**config.mk**
```make
export PLATFORM = sky130hd
export DESIGN_NAME = programmable_interrupt_controller_unit
export DESIGN_NICKNAME = d
export VERILOG_FILES = /design/src/rtl/core/pic_pkg.sv /design/src/rtl/core/pic_in_stage.sv /design/src/rtl/core/pic_core.sv /design/src/rtl/core/programmable_interrupt_controller_unit.sv
export SDC_FILE = /design/constraint.sdc
export NUM_CORES = 1
export LEC_CHECK = 0
export ABC_AREA = 1
export BUFFER_PORTS_ARGS = -buffer_cell sky130_fd_sc_hd__buf_2
export CAP_MARGIN = 20
export CELL_PAD_IN_SITES_DETAIL_PLACEMENT = 0
export CELL_PAD_IN_SITES_GLOBAL_PLACEMENT = 1
export CORE_MARGIN = 2
export CORE_UTILIZATION = 49
export CTS_BUF_LIST = sky130_fd_sc_hd__clkbuf_4 sky130_fd_sc_hd__clkbuf_8
export DETAILED_ROUTE_END_ITERATION = 10
export GPL_TIMING_DRIVEN = 0
export PLACE_DENSITY_LB_ADDON = 0.15
export SYNTH_ARGS = -nofsm -noshare
export SYNTH_HDL_FRONTEND = slang
export SYNTH_HIERARCHICAL = 1
export SYNTH_SLANG_ARGS = --single-unit
```
**constraint.sdc**
```tcl
create_clock -name aclk -period 6.2 [get_ports aclk]
set_clock_uncertainty 0.2 [all_clocks]
set_input_delay 0.31 -clock aclk [delete_from_list [all_inputs] [get_ports aclk]]
set_output_delay 0.31 -clock aclk [all_outputs]
set_load 0.02 [all_outputs]
```
**src/rtl/core/pic_pkg.sv**
```systemverilog
// Shared types, command codes and the priority resolver of the interrupt controller.
// No dependencies; imported by the input register, the core and the top level.
`default_nettype none

package pic_pkg;

    // Operation carried by one input transfer
    typedef enum logic [1:0] {
        OP_WRITE  = 2'd0,
        OP_READ   = 2'd1,
        OP_SAMPLE = 2'd2,
        OP_ACK    = 2'd3
    } pic_op_t;

    // Initialisation sequence position
    typedef enum logic [1:0] {
        PH_READY = 2'd0,
        PH_ICW2  = 2'd1,
        PH_ICW3  = 2'd2,
        PH_ICW4  = 2'd3
    } pic_phase_t;

    // Command byte bit positions on port 0
    localparam int unsigned ICW1_BIT     = 4;   // initialisation start
    localparam int unsigned OCW3_BIT     = 3;   // read select command
    localparam int unsigned EOI_BIT      = 5;   // end of interrupt
    localparam int unsigned SL_BIT       = 6;   // specific level
    localparam int unsigned RR_BIT       = 1;   // read register enable
    localparam int unsigned RIS_BIT      = 0;   // ISR/IRR select
    localparam int unsigned LTIM_BIT     = 3;   // level-triggered mode
    localparam int unsigned SNGL_BIT     = 1;   // single mode
    localparam int unsigned IC4_BIT      = 0;   // ICW4 follows
    localparam int unsigned AEOI_BIT     = 1;   // auto-EOI in ICW4

    localparam logic [2:0] SPURIOUS_LEVEL = 3'd7;
    localparam logic [3:0] NO_LEVEL       = 4'd8;

    // One registered input item
    typedef struct packed {
        pic_op_t    opcode;
        logic       port_select;
        logic [7:0] write_data;
        logic [7:0] line_levels;
    } pic_item_t;

    // Return the lowest set bit index (IR0 highest priority), or NO_LEVEL
    function automatic logic [3:0] top_level(input logic [7:0] bits);
        logic [3:0] lvl;
        lvl = NO_LEVEL;
        for (int i = 7; i >= 0; i--) begin
            if (bits[i]) begin
                lvl = 4'(i);
            end
        end
        return lvl;
    endfunction

    // Winning level given request, mask and in-service, or NO_LEVEL
    function automatic logic [3:0] winner(input logic [7:0] irr, input logic [7:0] imr,
                                          input logic [7:0] isr);
        logic [3:0] req;
        logic [3:0] svc;
        req = top_level(irr & ~imr);
        svc = top_level(isr);
        return (req < svc) ? req : NO_LEVEL;
    endfunction

endpackage

`default_nettype wire

```
**src/rtl/core/pic_in_stage.sv**
```systemverilog
// Input register of the interrupt controller: holds one accepted transfer.
// Depends on pic_pkg for the item type.
`default_nettype none

module pic_in_stage (
    input  wire logic              aclk,
    input  wire logic              aresetn,
    input  wire logic              s_valid,
    output logic                   s_ready,
    input  wire pic_pkg::pic_item_t s_item,
    input  wire logic              advance,
    output logic                   item_valid,
    output pic_pkg::pic_item_t     item
);
    import pic_pkg::*;

    logic      valid_reg;
    logic      valid_next;
    pic_item_t item_reg;

    // Take a new transfer when empty or when the held one moves on
    assign s_ready    = !valid_reg || advance;
    assign valid_next = s_ready ? s_valid : valid_reg;

    always_ff @(posedge aclk) begin
        if (!aresetn) begin
            valid_reg <= 1'b0;
        end else begin
            valid_reg <= valid_next;
        end
    end

    // Capture payload on each accepted transfer
    always_ff @(posedge aclk) begin
        if (s_valid && s_ready) begin
            item_reg <= s_item;
        end
    end

    assign item_valid = valid_reg;
    assign item       = item_reg;

endmodule

`default_nettype wire

```
**src/rtl/core/pic_core.sv**
```systemverilog
// Controller state, command decode, priority resolution and the result register.
// Depends on pic_pkg for types, command bit positions and the priority functions.
`default_nettype none

module pic_core (
    input  wire logic               aclk,
    input  wire logic               aresetn,
    input  wire logic               item_valid,
    input  wire pic_pkg::pic_item_t item,
    output logic                    advance,
    output logic                    m_valid,
    input  wire logic               m_ready,
    output logic [7:0]              m_read_data,
    output logic                    m_interrupt_out,
    output logic                    m_spurious
);
    import pic_pkg::*;

    pic_phase_t phase_reg, phase_next;
    logic [4:0] base_reg, base_next;
    logic       level_mode_reg, level_mode_next;
    logic       single_reg, single_next;
    logic       icw4_reg, icw4_next;
    logic       aeoi_reg, aeoi_next;
    logic [7:0] irr_reg, irr_next;
    logic [7:0] isr_reg, isr_next;
    logic [7:0] imr_reg, imr_next;
    logic       ris_reg, ris_next;
    logic [7:0] last_reg, last_next;

    logic       out_valid_reg, out_valid_next;
    logic [7:0] rd_reg, rd_next;
    logic       int_reg, int_next;
    logic       spur_reg, spur_next;

    logic [3:0] win_now;
    logic [3:0] top_svc;
    logic [3:0] win_after;

    // Move the held item into the result register when it is free or being taken
    assign advance        = item_valid && (!out_valid_reg || m_ready);
    assign out_valid_next = advance || (out_valid_reg && !m_ready);

    assign win_now = winner(irr_reg, imr_reg, isr_reg);
    assign top_svc = top_level(isr_reg);

    // Work out the state after the item and its result
    always_comb begin
        phase_next      = phase_reg;
        base_next       = base_reg;
        level_mode_next = level_mode_reg;
        single_next     = single_reg;
        icw4_next       = icw4_reg;
        aeoi_next       = aeoi_reg;
        irr_next        = irr_reg;
        isr_next        = isr_reg;
        imr_next        = imr_reg;
        ris_next        = ris_reg;
        last_next       = last_reg;
        rd_next         = 8'd0;
        spur_next       = 1'b0;

        case (item.opcode)
            OP_WRITE: begin
                if (item.port_select) begin
                    case (phase_reg)
                        PH_ICW2: begin
                            base_next = item.write_data[7:3];
                            if (!single_reg) begin
                                phase_next = PH_ICW3;
                            end else begin
                                phase_next = icw4_reg ? PH_ICW4 : PH_READY;
                            end
                        end
                        PH_ICW3: begin
                            phase_next = icw4_reg ? PH_ICW4 : PH_READY;
                        end
                        PH_ICW4: begin
                            aeoi_next  = item.write_data[AEOI_BIT];
                            phase_next = PH_READY;
                        end
                        default: begin
                            imr_next = item.write_data;
                        end
                    endcase
                end else if (item.write_data[ICW1_BIT]) begin
                    level_mode_next = item.write_data[LTIM_BIT];
                    single_next     = item.write_data[SNGL_BIT];
                    icw4_next       = item.write_data[IC4_BIT];
                    if (!item.write_data[IC4_BIT]) begin
                        aeoi_next = 1'b0;
                    end
                    imr_next   = 8'd0;
                    ris_next   = 1'b0;
                    phase_next = PH_ICW2;
                end else if (item.write_data[OCW3_BIT]) begin
                    if (item.write_data[RR_BIT]) begin
                        ris_next = item.write_data[RIS_BIT];
                    end
                end else if (item.write_data[EOI_BIT]) begin
                    if (item.write_data[SL_BIT]) begin
                        isr_next = isr_reg & ~(8'd1 << item.write_data[2:0]);
                    end else if (!top_svc[3]) begin
                        isr_next = isr_reg & ~(8'd1 << top_svc[2:0]);
                    end
                end
            end
            OP_READ: begin
                if (item.port_select) begin
                    rd_next = imr_reg;
                end else begin
                    rd_next = ris_reg ? isr_reg : irr_reg;
                end
            end
            OP_SAMPLE: begin
                if (level_mode_reg) begin
                    irr_next = item.line_levels;
                end else begin
                    irr_next = irr_reg | (item.line_levels & ~last_reg);
                end
                last_next = item.line_levels;
            end
            default: begin
                // Acknowledge: hand out the winning level or a spurious level 7
                if (!win_now[3]) begin
                    irr_next = irr_reg & ~(8'd1 << win_now[2:0]);
                    if (!aeoi_reg) begin
                        isr_next = isr_reg | (8'd1 << win_now[2:0]);
                    end
                    rd_next = {base_reg, win_now[2:0]};
                end else begin
                    spur_next = 1'b1;
                    rd_next   = {base_reg, SPURIOUS_LEVEL};
                end
            end
        endcase
    end

    assign win_after = winner(irr_next, imr_next, isr_next);
    assign int_next  = !win_after[3];

    // Hold controller state; update only when an item completes
    always_ff @(posedge aclk) begin
        if (!aresetn) begin
            phase_reg      <= PH_READY;
            base_reg       <= 5'd0;
            level_mode_reg <= 1'b0;
            single_reg     <= 1'b1;
            icw4_reg       <= 1'b0;
            aeoi_reg       <= 1'b0;
            irr_reg        <= 8'd0;
            isr_reg        <= 8'd0;
            imr_reg        <= 8'd0;
            ris_reg        <= 1'b0;
            last_reg       <= 8'd0;
            out_valid_reg  <= 1'b0;
        end else begin
            out_valid_reg <= out_valid_next;
            if (advance) begin
                phase_reg      <= phase_next;
                base_reg       <= base_next;
                level_mode_reg <= level_mode_next;
                single_reg     <= single_next;
                icw4_reg       <= icw4_next;
                aeoi_reg       <= aeoi_next;
                irr_reg        <= irr_next;
                isr_reg        <= isr_next;
                imr_reg        <= imr_next;
                ris_reg        <= ris_next;
                last_reg       <= last_next;
            end
        end
    end

    // Load the result payload on each completed item
    always_ff @(posedge aclk) begin
        if (advance) begin
            rd_reg   <= rd_next;
            int_reg  <= int_next;
            spur_reg <= spur_next;
        end
    end

    assign m_valid         = out_valid_reg;
    assign m_read_data     = rd_reg;
    assign m_interrupt_out = int_reg;
    assign m_spurious      = spur_reg;

endmodule

`default_nettype wire

```
**src/rtl/core/programmable_interrupt_controller_unit.sv**
```systemverilog
// Top level of the eight-line interrupt controller: input register and core.
// Depends on pic_pkg, pic_in_stage and pic_core.
//
// Usage:
//   The s_ channel carries one bus access, line sample or acknowledge per
//   transfer (opcode, port_select, write_data, line_levels). The m_ channel
//   returns exactly one result per input transfer: read_data, interrupt_out
//   (request pending above every in-service level after the item) and
//   spurious (acknowledge with no winner).
//   A result reaches m_valid through two registers: the input register, then
//   the decode and 8-bit priority logic into the result register. Throughput
//   is one item per cycle while m_ready stays high, set by the single pass
//   through the priority logic between those two registers.
//   While the receiver stalls, the result register holds its item and the
//   input register still takes one more transfer; s_ready then drops until
//   m_ready returns.
//   Reset (aresetn low, synchronous) empties both registers and returns the
//   controller to its power-up state: ready, edge mode, single mode, all of
//   IRR, ISR and mask clear.
`default_nettype none

module programmable_interrupt_controller_unit (
    input  wire logic       aclk,
    input  wire logic       aresetn,
    input  wire logic       s_valid,
    output logic            s_ready,
    input  wire logic [1:0] s_opcode,
    input  wire logic       s_port_select,
    input  wire logic [7:0] s_write_data,
    input  wire logic [7:0] s_line_levels,
    output logic            m_valid,
    input  wire logic       m_ready,
    output logic [7:0]      m_read_data,
    output logic            m_interrupt_out,
    output logic            m_spurious
);
    import pic_pkg::*;

    pic_item_t s_item;
    pic_item_t item;
    logic      item_valid;
    logic      advance;

    // Pack the input ports into one item
    assign s_item.opcode      = pic_op_t'(s_opcode);
    assign s_item.port_select = s_port_select;
    assign s_item.write_data  = s_write_data;
    assign s_item.line_levels = s_line_levels;

    pic_in_stage u_in_stage (
        .aclk       (aclk),
        .aresetn    (aresetn),
        .s_valid    (s_valid),
        .s_ready    (s_ready),
        .s_item     (s_item),
        .advance    (advance),
        .item_valid (item_valid),
        .item       (item)
    );

    pic_core u_core (
        .aclk            (aclk),
        .aresetn         (aresetn),
        .item_valid      (item_valid),
        .item            (item),
        .advance         (advance),
        .m_valid         (m_valid),
        .m_ready         (m_ready),
        .m_read_data     (m_read_data),
        .m_interrupt_out (m_interrupt_out),
        .m_spurious      (m_spurious)
    );

endmodule

`default_nettype wire

```
======== Word level (Yosys, flattened, before mapping) ========
Index checks and enable logic that the tools add are counted.
word-level totals
  word-level logic and storage cells ...... 140
  input bits .............................. 23
  register bits after elaboration ......... 75
cells by class
  muxes and demuxes ....................... 67
  reductions and logical operators ........ 25
  shifts and indexed selects .............. 3
  bitwise operators ....................... 15
  $lt $le $gt $ge ......................... 2
  eq/ne operators ......................... 8
operators with widths
  cell                                                   count
  two-way mux 4 bit                                      34
  two-way mux 8 bit                                      16
  AND 8 bit                                              6
  NOT 8 bit                                              6
  case mux 8 bit (2 select lines)                        3
  left shift 1 x 3 -> 8 bit, first input constant        3
  bitwise OR 8 bit                                       2
  AND reduction 4 bit                                    3
  AND reduction 5 bit                                    2
  < comparator 4 bit                                     2
  two-way mux 1 bit                                      8
  two-way mux 2 bit                                      4
  equality test 2 bit, second input constant             3
  case mux 2 bit (3 select lines)                        1
  nonzero test 2 bit                                     3
  OR reduction 2 bit                                     3
  OR reduction 3 bit                                     2
  equality test 2 x 1 -> 1 bit, second input constant    2
  logical NOT 1 bit                                      4
  inequality test 2 x 1 -> 1 bit, second input constant  2
  inequality test 4 x 1 -> 1 bit, second input constant  1
  logical AND 1 bit                                      3
  logical OR 1 bit                                       3
  two-way mux 3 bit                                      1
  other kinds (3)                                        3

======== Logic depth before layout (Yosys ltp) ========
  depth after elaboration ................. 29
  gate-level depth with buffers ........... 29
  depth with buffers taken out ............ 29

======== Cells and area by module ========
The synthesis kept the hierarchy.
modules (own cells, without submodules)
  module        seq. area each (um2)  cells each  instances  area each (um2)
  pic_core      1201.2                562         1          3694.8
  pic_in_stage  590.6                 26          1          621.8

======== Worst setup path before layout ========
No wires, ideal clock.
  kind .................................... register to register
  from .................................... reg u_core.irr_reg[0]
  to ...................................... reg u_core.int_reg (netlist: u_core/m_interrupt_out) (data pin)
  buffers on the path ..................... 0
  arrival time ............................ 2837 ps
  cell stages (with the launch flop) ...... 25
  path slack .............................. 3023 ps
  required time ........................... 5860 ps
  period minus slack after synthesis ...... 3177 ps
  cells stage by stage .................... dfxtp_1 -> inv_1 -> nor2_1 -> inv_1 -> nand2_1 -> nor2_1 -> inv_1 -> nor2_1 -> ha_1 -> a21oi_1 -> nand2_4 -> nor2_4 -> nor2_1 -> nand2_1 -> nand2_1 -> a21oi_2 -> nand2_1 -> nand2_1 -> nor2_1 -> nand2_1 -> inv_1 -> ha_1 -> a21oi_1 -> nand2_1 -> a21oi_2
on the way
  word-level cells in the longest chain between the ends .. 21
RTL lines
  item                             RTL line                          text
  start: declaration               pic_core.sv:25                    logic [7:0] irr_reg, irr_next;
  start signal: assignment         pic_core.sv:166                   irr_reg <= irr_next;
  AND 8 bit                        pic_pkg.sv:63                     req = top_level(irr & ~imr);
  two-way mux 4 bit                pic_pkg.sv:51                     if (bits[i]) begin
  < comparator 4 bit               pic_pkg.sv:65                     return (req < svc) ? req : NO_LEVEL;
  two-way mux 4 bit                pic_pkg.sv:65
  left shift 1 x 3 -> 8 bit        pic_core.sv:126, pic_core.sv:128
  NOT 8 bit                        pic_core.sv:126                   irr_next = irr_reg & ~(8'd1 << win_now[2:0]);
  AND 8 bit                        pic_core.sv:126
  two-way mux 8 bit                pic_core.sv:125                   if (!win_now[3]) begin
  case mux 8 bit (2 select lines)  pic_core.sv:63                    case (item.opcode)
  AND 8 bit                        pic_pkg.sv:63
  two-way mux 4 bit (8 in a row)   pic_pkg.sv:51
  < comparator 4 bit               pic_pkg.sv:65
  two-way mux 4 bit *              pic_pkg.sv:65
  logical NOT 1 bit *              pic_core.sv:140                   assign int_next = !win_after[3];
  via u_core.int_next              pic_core.sv:33                    logic int_reg, int_next;
  end signal: assignment           pic_core.sv:179                   int_reg <= int_next;
  end: declaration                 pic_core.sv:33
Mark *: on every way through the listed nets, which the timed path passes. The rest lies on a longest branch.
A chain may end at the register's enable or synchronous reset.

======== Worst setup path after layout ========
  from .................................... reg u_core.imr_reg[3]
  to ...................................... reg u_core.int_reg (netlist: u_core/m_interrupt_out) (data pin)
on the way
  word-level cells in the longest chain between the ends .. 25
RTL lines
  item                             RTL line                          text
  start: declaration               pic_core.sv:27                    logic [7:0] imr_reg, imr_next;
  start signal: assignment         pic_core.sv:168                   imr_reg <= imr_next;
  NOT 8 bit                        pic_pkg.sv:63
  AND 8 bit                        pic_pkg.sv:63
  two-way mux 4 bit (4 in a row)   pic_pkg.sv:51
  < comparator 4 bit               pic_pkg.sv:65
  two-way mux 4 bit                pic_pkg.sv:65
  left shift 1 x 3 -> 8 bit        pic_core.sv:126, pic_core.sv:128
  NOT 8 bit                        pic_core.sv:126
  AND 8 bit                        pic_core.sv:126
  two-way mux 8 bit                pic_core.sv:125
  case mux 8 bit (2 select lines)  pic_core.sv:63
  AND 8 bit                        pic_pkg.sv:63
  two-way mux 4 bit (8 in a row)   pic_pkg.sv:51
  < comparator 4 bit               pic_pkg.sv:65
  two-way mux 4 bit *              pic_pkg.sv:65
  logical NOT 1 bit *              pic_core.sv:140
  via u_core.int_next              pic_core.sv:33
Marked as above.

==> impl_metrics.ini <==
[logic_synthesis]
yosys.area_share.simple_pct = 18.96
synth-adder-area-share_pct = 2.899
syn-num-nets = 621
synth_top_family_by_area = compound AO/OA/AOI/OAI gates
synth_edf_count = 29
synth_area_per_cell_um2 = 7.341
async_flop_share_pct = 0
yosys_warnings = 6
synthMuxAreaShare_pct = 0
synth_compound_area_share_pct = 25.77
ys_ff_latch = 75
synth_cells = 588
synth.distinct_cells = 47
yosys_most_used_dff = dfxtp_1
synth_xor_area_share_pct = 0
synth-seq-area-share_pct = 41.51
syn-cell-area_um2 = 4317

[clocking]
h-tree-depth = 3
clock-sinks = 75
cts_setup_buffers = 0
path_clk_slew_ps = 80
cts_tree = done
numCtsBuffers = 9
cts_resized = 0
clk_path_buf_depth = 2
cts-root-buf = clkbuf_8
clock_latency_ps = 350

[setup_path]
critical_path.max_stage_delay_ps = 430
worstSetupStartpoint = u_core/imr_reg[3]
startpoint_type = flip-flop
crit_top_cell = nand2_1
critPathCaptureType = flip-flop
crit_path_cell_trace = inv_1, nand2_1, nand2_1, nor2_1, inv_1, nor2_1, ha_1, a21oi_1, nand4_1, o21bai_1, a21boi_1, inv_1, nand2_1, nor2_1, nand2_1, inv_1, ha_1, a21oi_1, nand2_1, a21oi_2
crit_buf_inv = 4
crit_arrival_ps = 4020
crit_slowest_cell = a21oi_1
cp.required_ps = 6210
rr_startpoint = u_core/imr_reg[3]
critical_path_class = flip-flop to flip-flop
crit_family = simple AND/OR/NAND/NOR gates
crit_path_max_fanout = 4

[timing]
max_slew_margin_pct = 40.97
setup_viol = 0
setup_tns_ps = 0
worst_pin_slew_ps = 883.8
fin_crit_sh_pct = 64.71
max_freq_mhz = 249.3
hold_violations = 0
grt_setup_unrepaired = no
min_period_ps = 4012
finalMaxSlewViolations = 0

[floorplan]
pin_count = 35
fp-row-count = 34
die_w_um = 97.86
start_util_pct = 49.99
die_h_um = 97.86
core-area_um2 = 8636
die-area_um2 = 9577

[global_route]
busiest_layer = met2
grtUsageMet2_pct = 46.31
grt_use_met1_pct = 38.79
antenna_found_initial = 0
grt_util_all_layers_pct = 28.49
grt_max_degree = 18
overflow = 0
grt_pass1_wl_um = 21510
gr-usage-met3_pct = 4.080
grt_pass1_vias = 4229

[placed_design]
gp_congestion = 0.9326
place_hpwl_um = 10040
placed_cells = 733
io_buffers = 34
placed_area_um2 = 4657

[route]
wirelength_um = 13230
vias = 4364
viasPerCell = 5.690
drt_iter0_markers = 406
antenna_left = 0
drtPass1Iterations = 5
drc_errors = 0
post_drt_wl_per_cell_um = 17.25

[finish]
largest_reg_flops = 19
utilization_pct = 58.61
areaGrowthSynthToFinish_pct = 17.25
n_antenna_cell = 0
nFillCells = 833
drive_above_1_share_pct = 12.59
fin_area_um2 = 5061
final_cells = 767
fin_nets = 688

[pwr]
leakagePower_nw = 2.222
finalPower_mw = 1.365
peakVddDrop_mv = 0.1615
powerDensity_nw_per_um2 = 269.7

[hold_path]
holdCritStartpoint = m_ready
hold_class = primary input to flip-flop

[flow_run]
max_cap_violations = 0

[run_status]
status = finished clean
==> synthesized netlist by cell type, types with 2 or more instances <==
| master | number | area (um^2) |
|---|---|---|
| edfxtp_1 | 29 | 870.8 |
| o2111ai_1 | 2 | 17.52 |
| o31ai_1 | 2 | 15.01 |
| o21bai_1 | 3 | 22.52 |
| nand2_1 | 106 | 397.9 |
| or2_2 | 2 | 12.51 |
| nor4_1 | 2 | 12.51 |
| nand2_2 | 6 | 37.54 |
| o21ai_1 | 3 | 15.01 |
| a211oi_1 | 6 | 45.04 |
| o22ai_1 | 4 | 25.02 |
| nand4_1 | 4 | 25.02 |
| nor3_1 | 14 | 70.07 |
| o21ai_0 | 69 | 345.3 |
| inv_2 | 7 | 26.28 |
| nor2_2 | 4 | 25.02 |
| nand3_1 | 11 | 55.05 |
| o21a_1 | 3 | 22.52 |
| dfxtp_1 | 46 | 920.9 |
| a22oi_1 | 4 | 30.03 |
| inv_1 | 93 | 349.1 |
| o211ai_1 | 13 | 97.59 |
| a221oi_1 | 2 | 17.52 |
| a21oi_1 | 61 | 305.3 |
| clkinv_1 | 2 | 7.510 |
| ha_1 | 10 | 125.1 |
| clkbuf_1 | 17 | 63.81 |
| nor2_1 | 39 | 146.4 |
| a31oi_1 | 4 | 25.02 |
| a21oi_2 | 3 | 26.28 |
==> worst paths after layout <==
| check | depth (start not counted) | endpoint | slack, ps |
|---|---|---|---|
| max | 20 | u_core/m_interrupt_out | 2190 |
| min | 4 | u_core/m_valid | 30 |
| max reg2reg | 20 | u_core/m_interrupt_out | 2190 |
| min reg2reg | 2 | u_core/last_reg[0] | 260 |
==> worst register-to-register path: cells and delay by family, from the launching register on <==
kind / cells / cell delay, ps
DFF: 1 / 390
and+or+nand+nor: 9 / 1350
buffers and inverters: 4 / 330
adders and majority gates: 2 / 500
AOI/OAI and AO/OA: 5 / 1090
==> report_power, final <==
| part | switching [mW] | internal, mW |
|---|---|---|
| clock | 0.194 | 0.226 |
| sequential | 0.0239 | 0.548 |
| combinational | 0.251 | 0.122 |
==> layer usage <==
metal	share of wire [%]	vias up
met4	2.8	0
li1	-	2114
met3	6.0	29
met5	0	-
met2	47	177
met1	45	2044
==> cell families after synthesis <==
kind of cell             after synthesis
flip-flops                            75
buffers and inverters                122
AO/OA/AOI/OAI                        189
AND/OR/NAND/NOR                      192
adder cells (fa/ha/maj)               10
==> cell usage in the layout, fill, tap and decap left out, types with 2 or more instances in the layout <==
| cell | count |
|---|---|
| a211oi_1 | 6 |
| a21oi_1 | 60 |
| a21oi_2 | 4 |
| a221oi_1 | 2 |
| a22oi_1 | 4 |
| a31oi_1 | 4 |
| buf_2 | 36 |
| bufinv_16 | 2 |
| clkbuf_1 | 17 |
| clkbuf_8 | 10 |
| clkinv_1 | 2 |
| dfxtp_1 | 46 |
| dlygate4sd3_1 | 19 |
| edfxtp_1 | 29 |
| ha_1 | 10 |
| inv_1 | 93 |
| inv_2 | 7 |
| nand2_1 | 106 |
| nand2_2 | 6 |
| nand3_1 | 11 |
| nand4_1 | 4 |
| nor2_1 | 39 |
| nor2_2 | 4 |
| nor3_1 | 14 |
| nor4_1 | 2 |
| o2111ai_1 | 2 |
| o211ai_1 | 13 |
| o21a_1 | 3 |
| o21ai_0 | 69 |
| o21ai_1 | 3 |
| o21bai_1 | 3 |
| o22ai_1 | 4 |
| o31ai_1 | 2 |
| or2_2 | 2 |
==> through the flow <==
step / worst slack (ps) / hold WS [ps]
final: 2188 / 31.68
after global routing: 1796 / 60.54
after global placement: 2357 / 239.6
after CTS: 2238 / 21.59
after detailed placement: 2270 / 247.7
after floorplan: 3023 / 208.9
==> cell type report <==
class / instances / area, um^2 / share of cell area, %
plain buffers: 20 / 86.33 / 1.706
repair buffers: 56 / 391.6 / 7.738
well taps: 108 / 135.1 / 2.670
multi-input cells: 391 / 2059 / 40.69
clock buffers: 9 / 123.9 / 2.447
flip-flops and latches: 75 / 1792 / 35.40
inverters: 102 / 382.9 / 7.565
clock inverters: 6 / 90.09 / 1.780
==> what timing repair did <==
item | 4_1_cts | 5_1_grt
hold buffers | 19 | 0
setup endpoints to repair | 0 | 0
endpoints found under the hold margin | 19 | 0
Note: power is estimated with default switching activity, not from simulation.
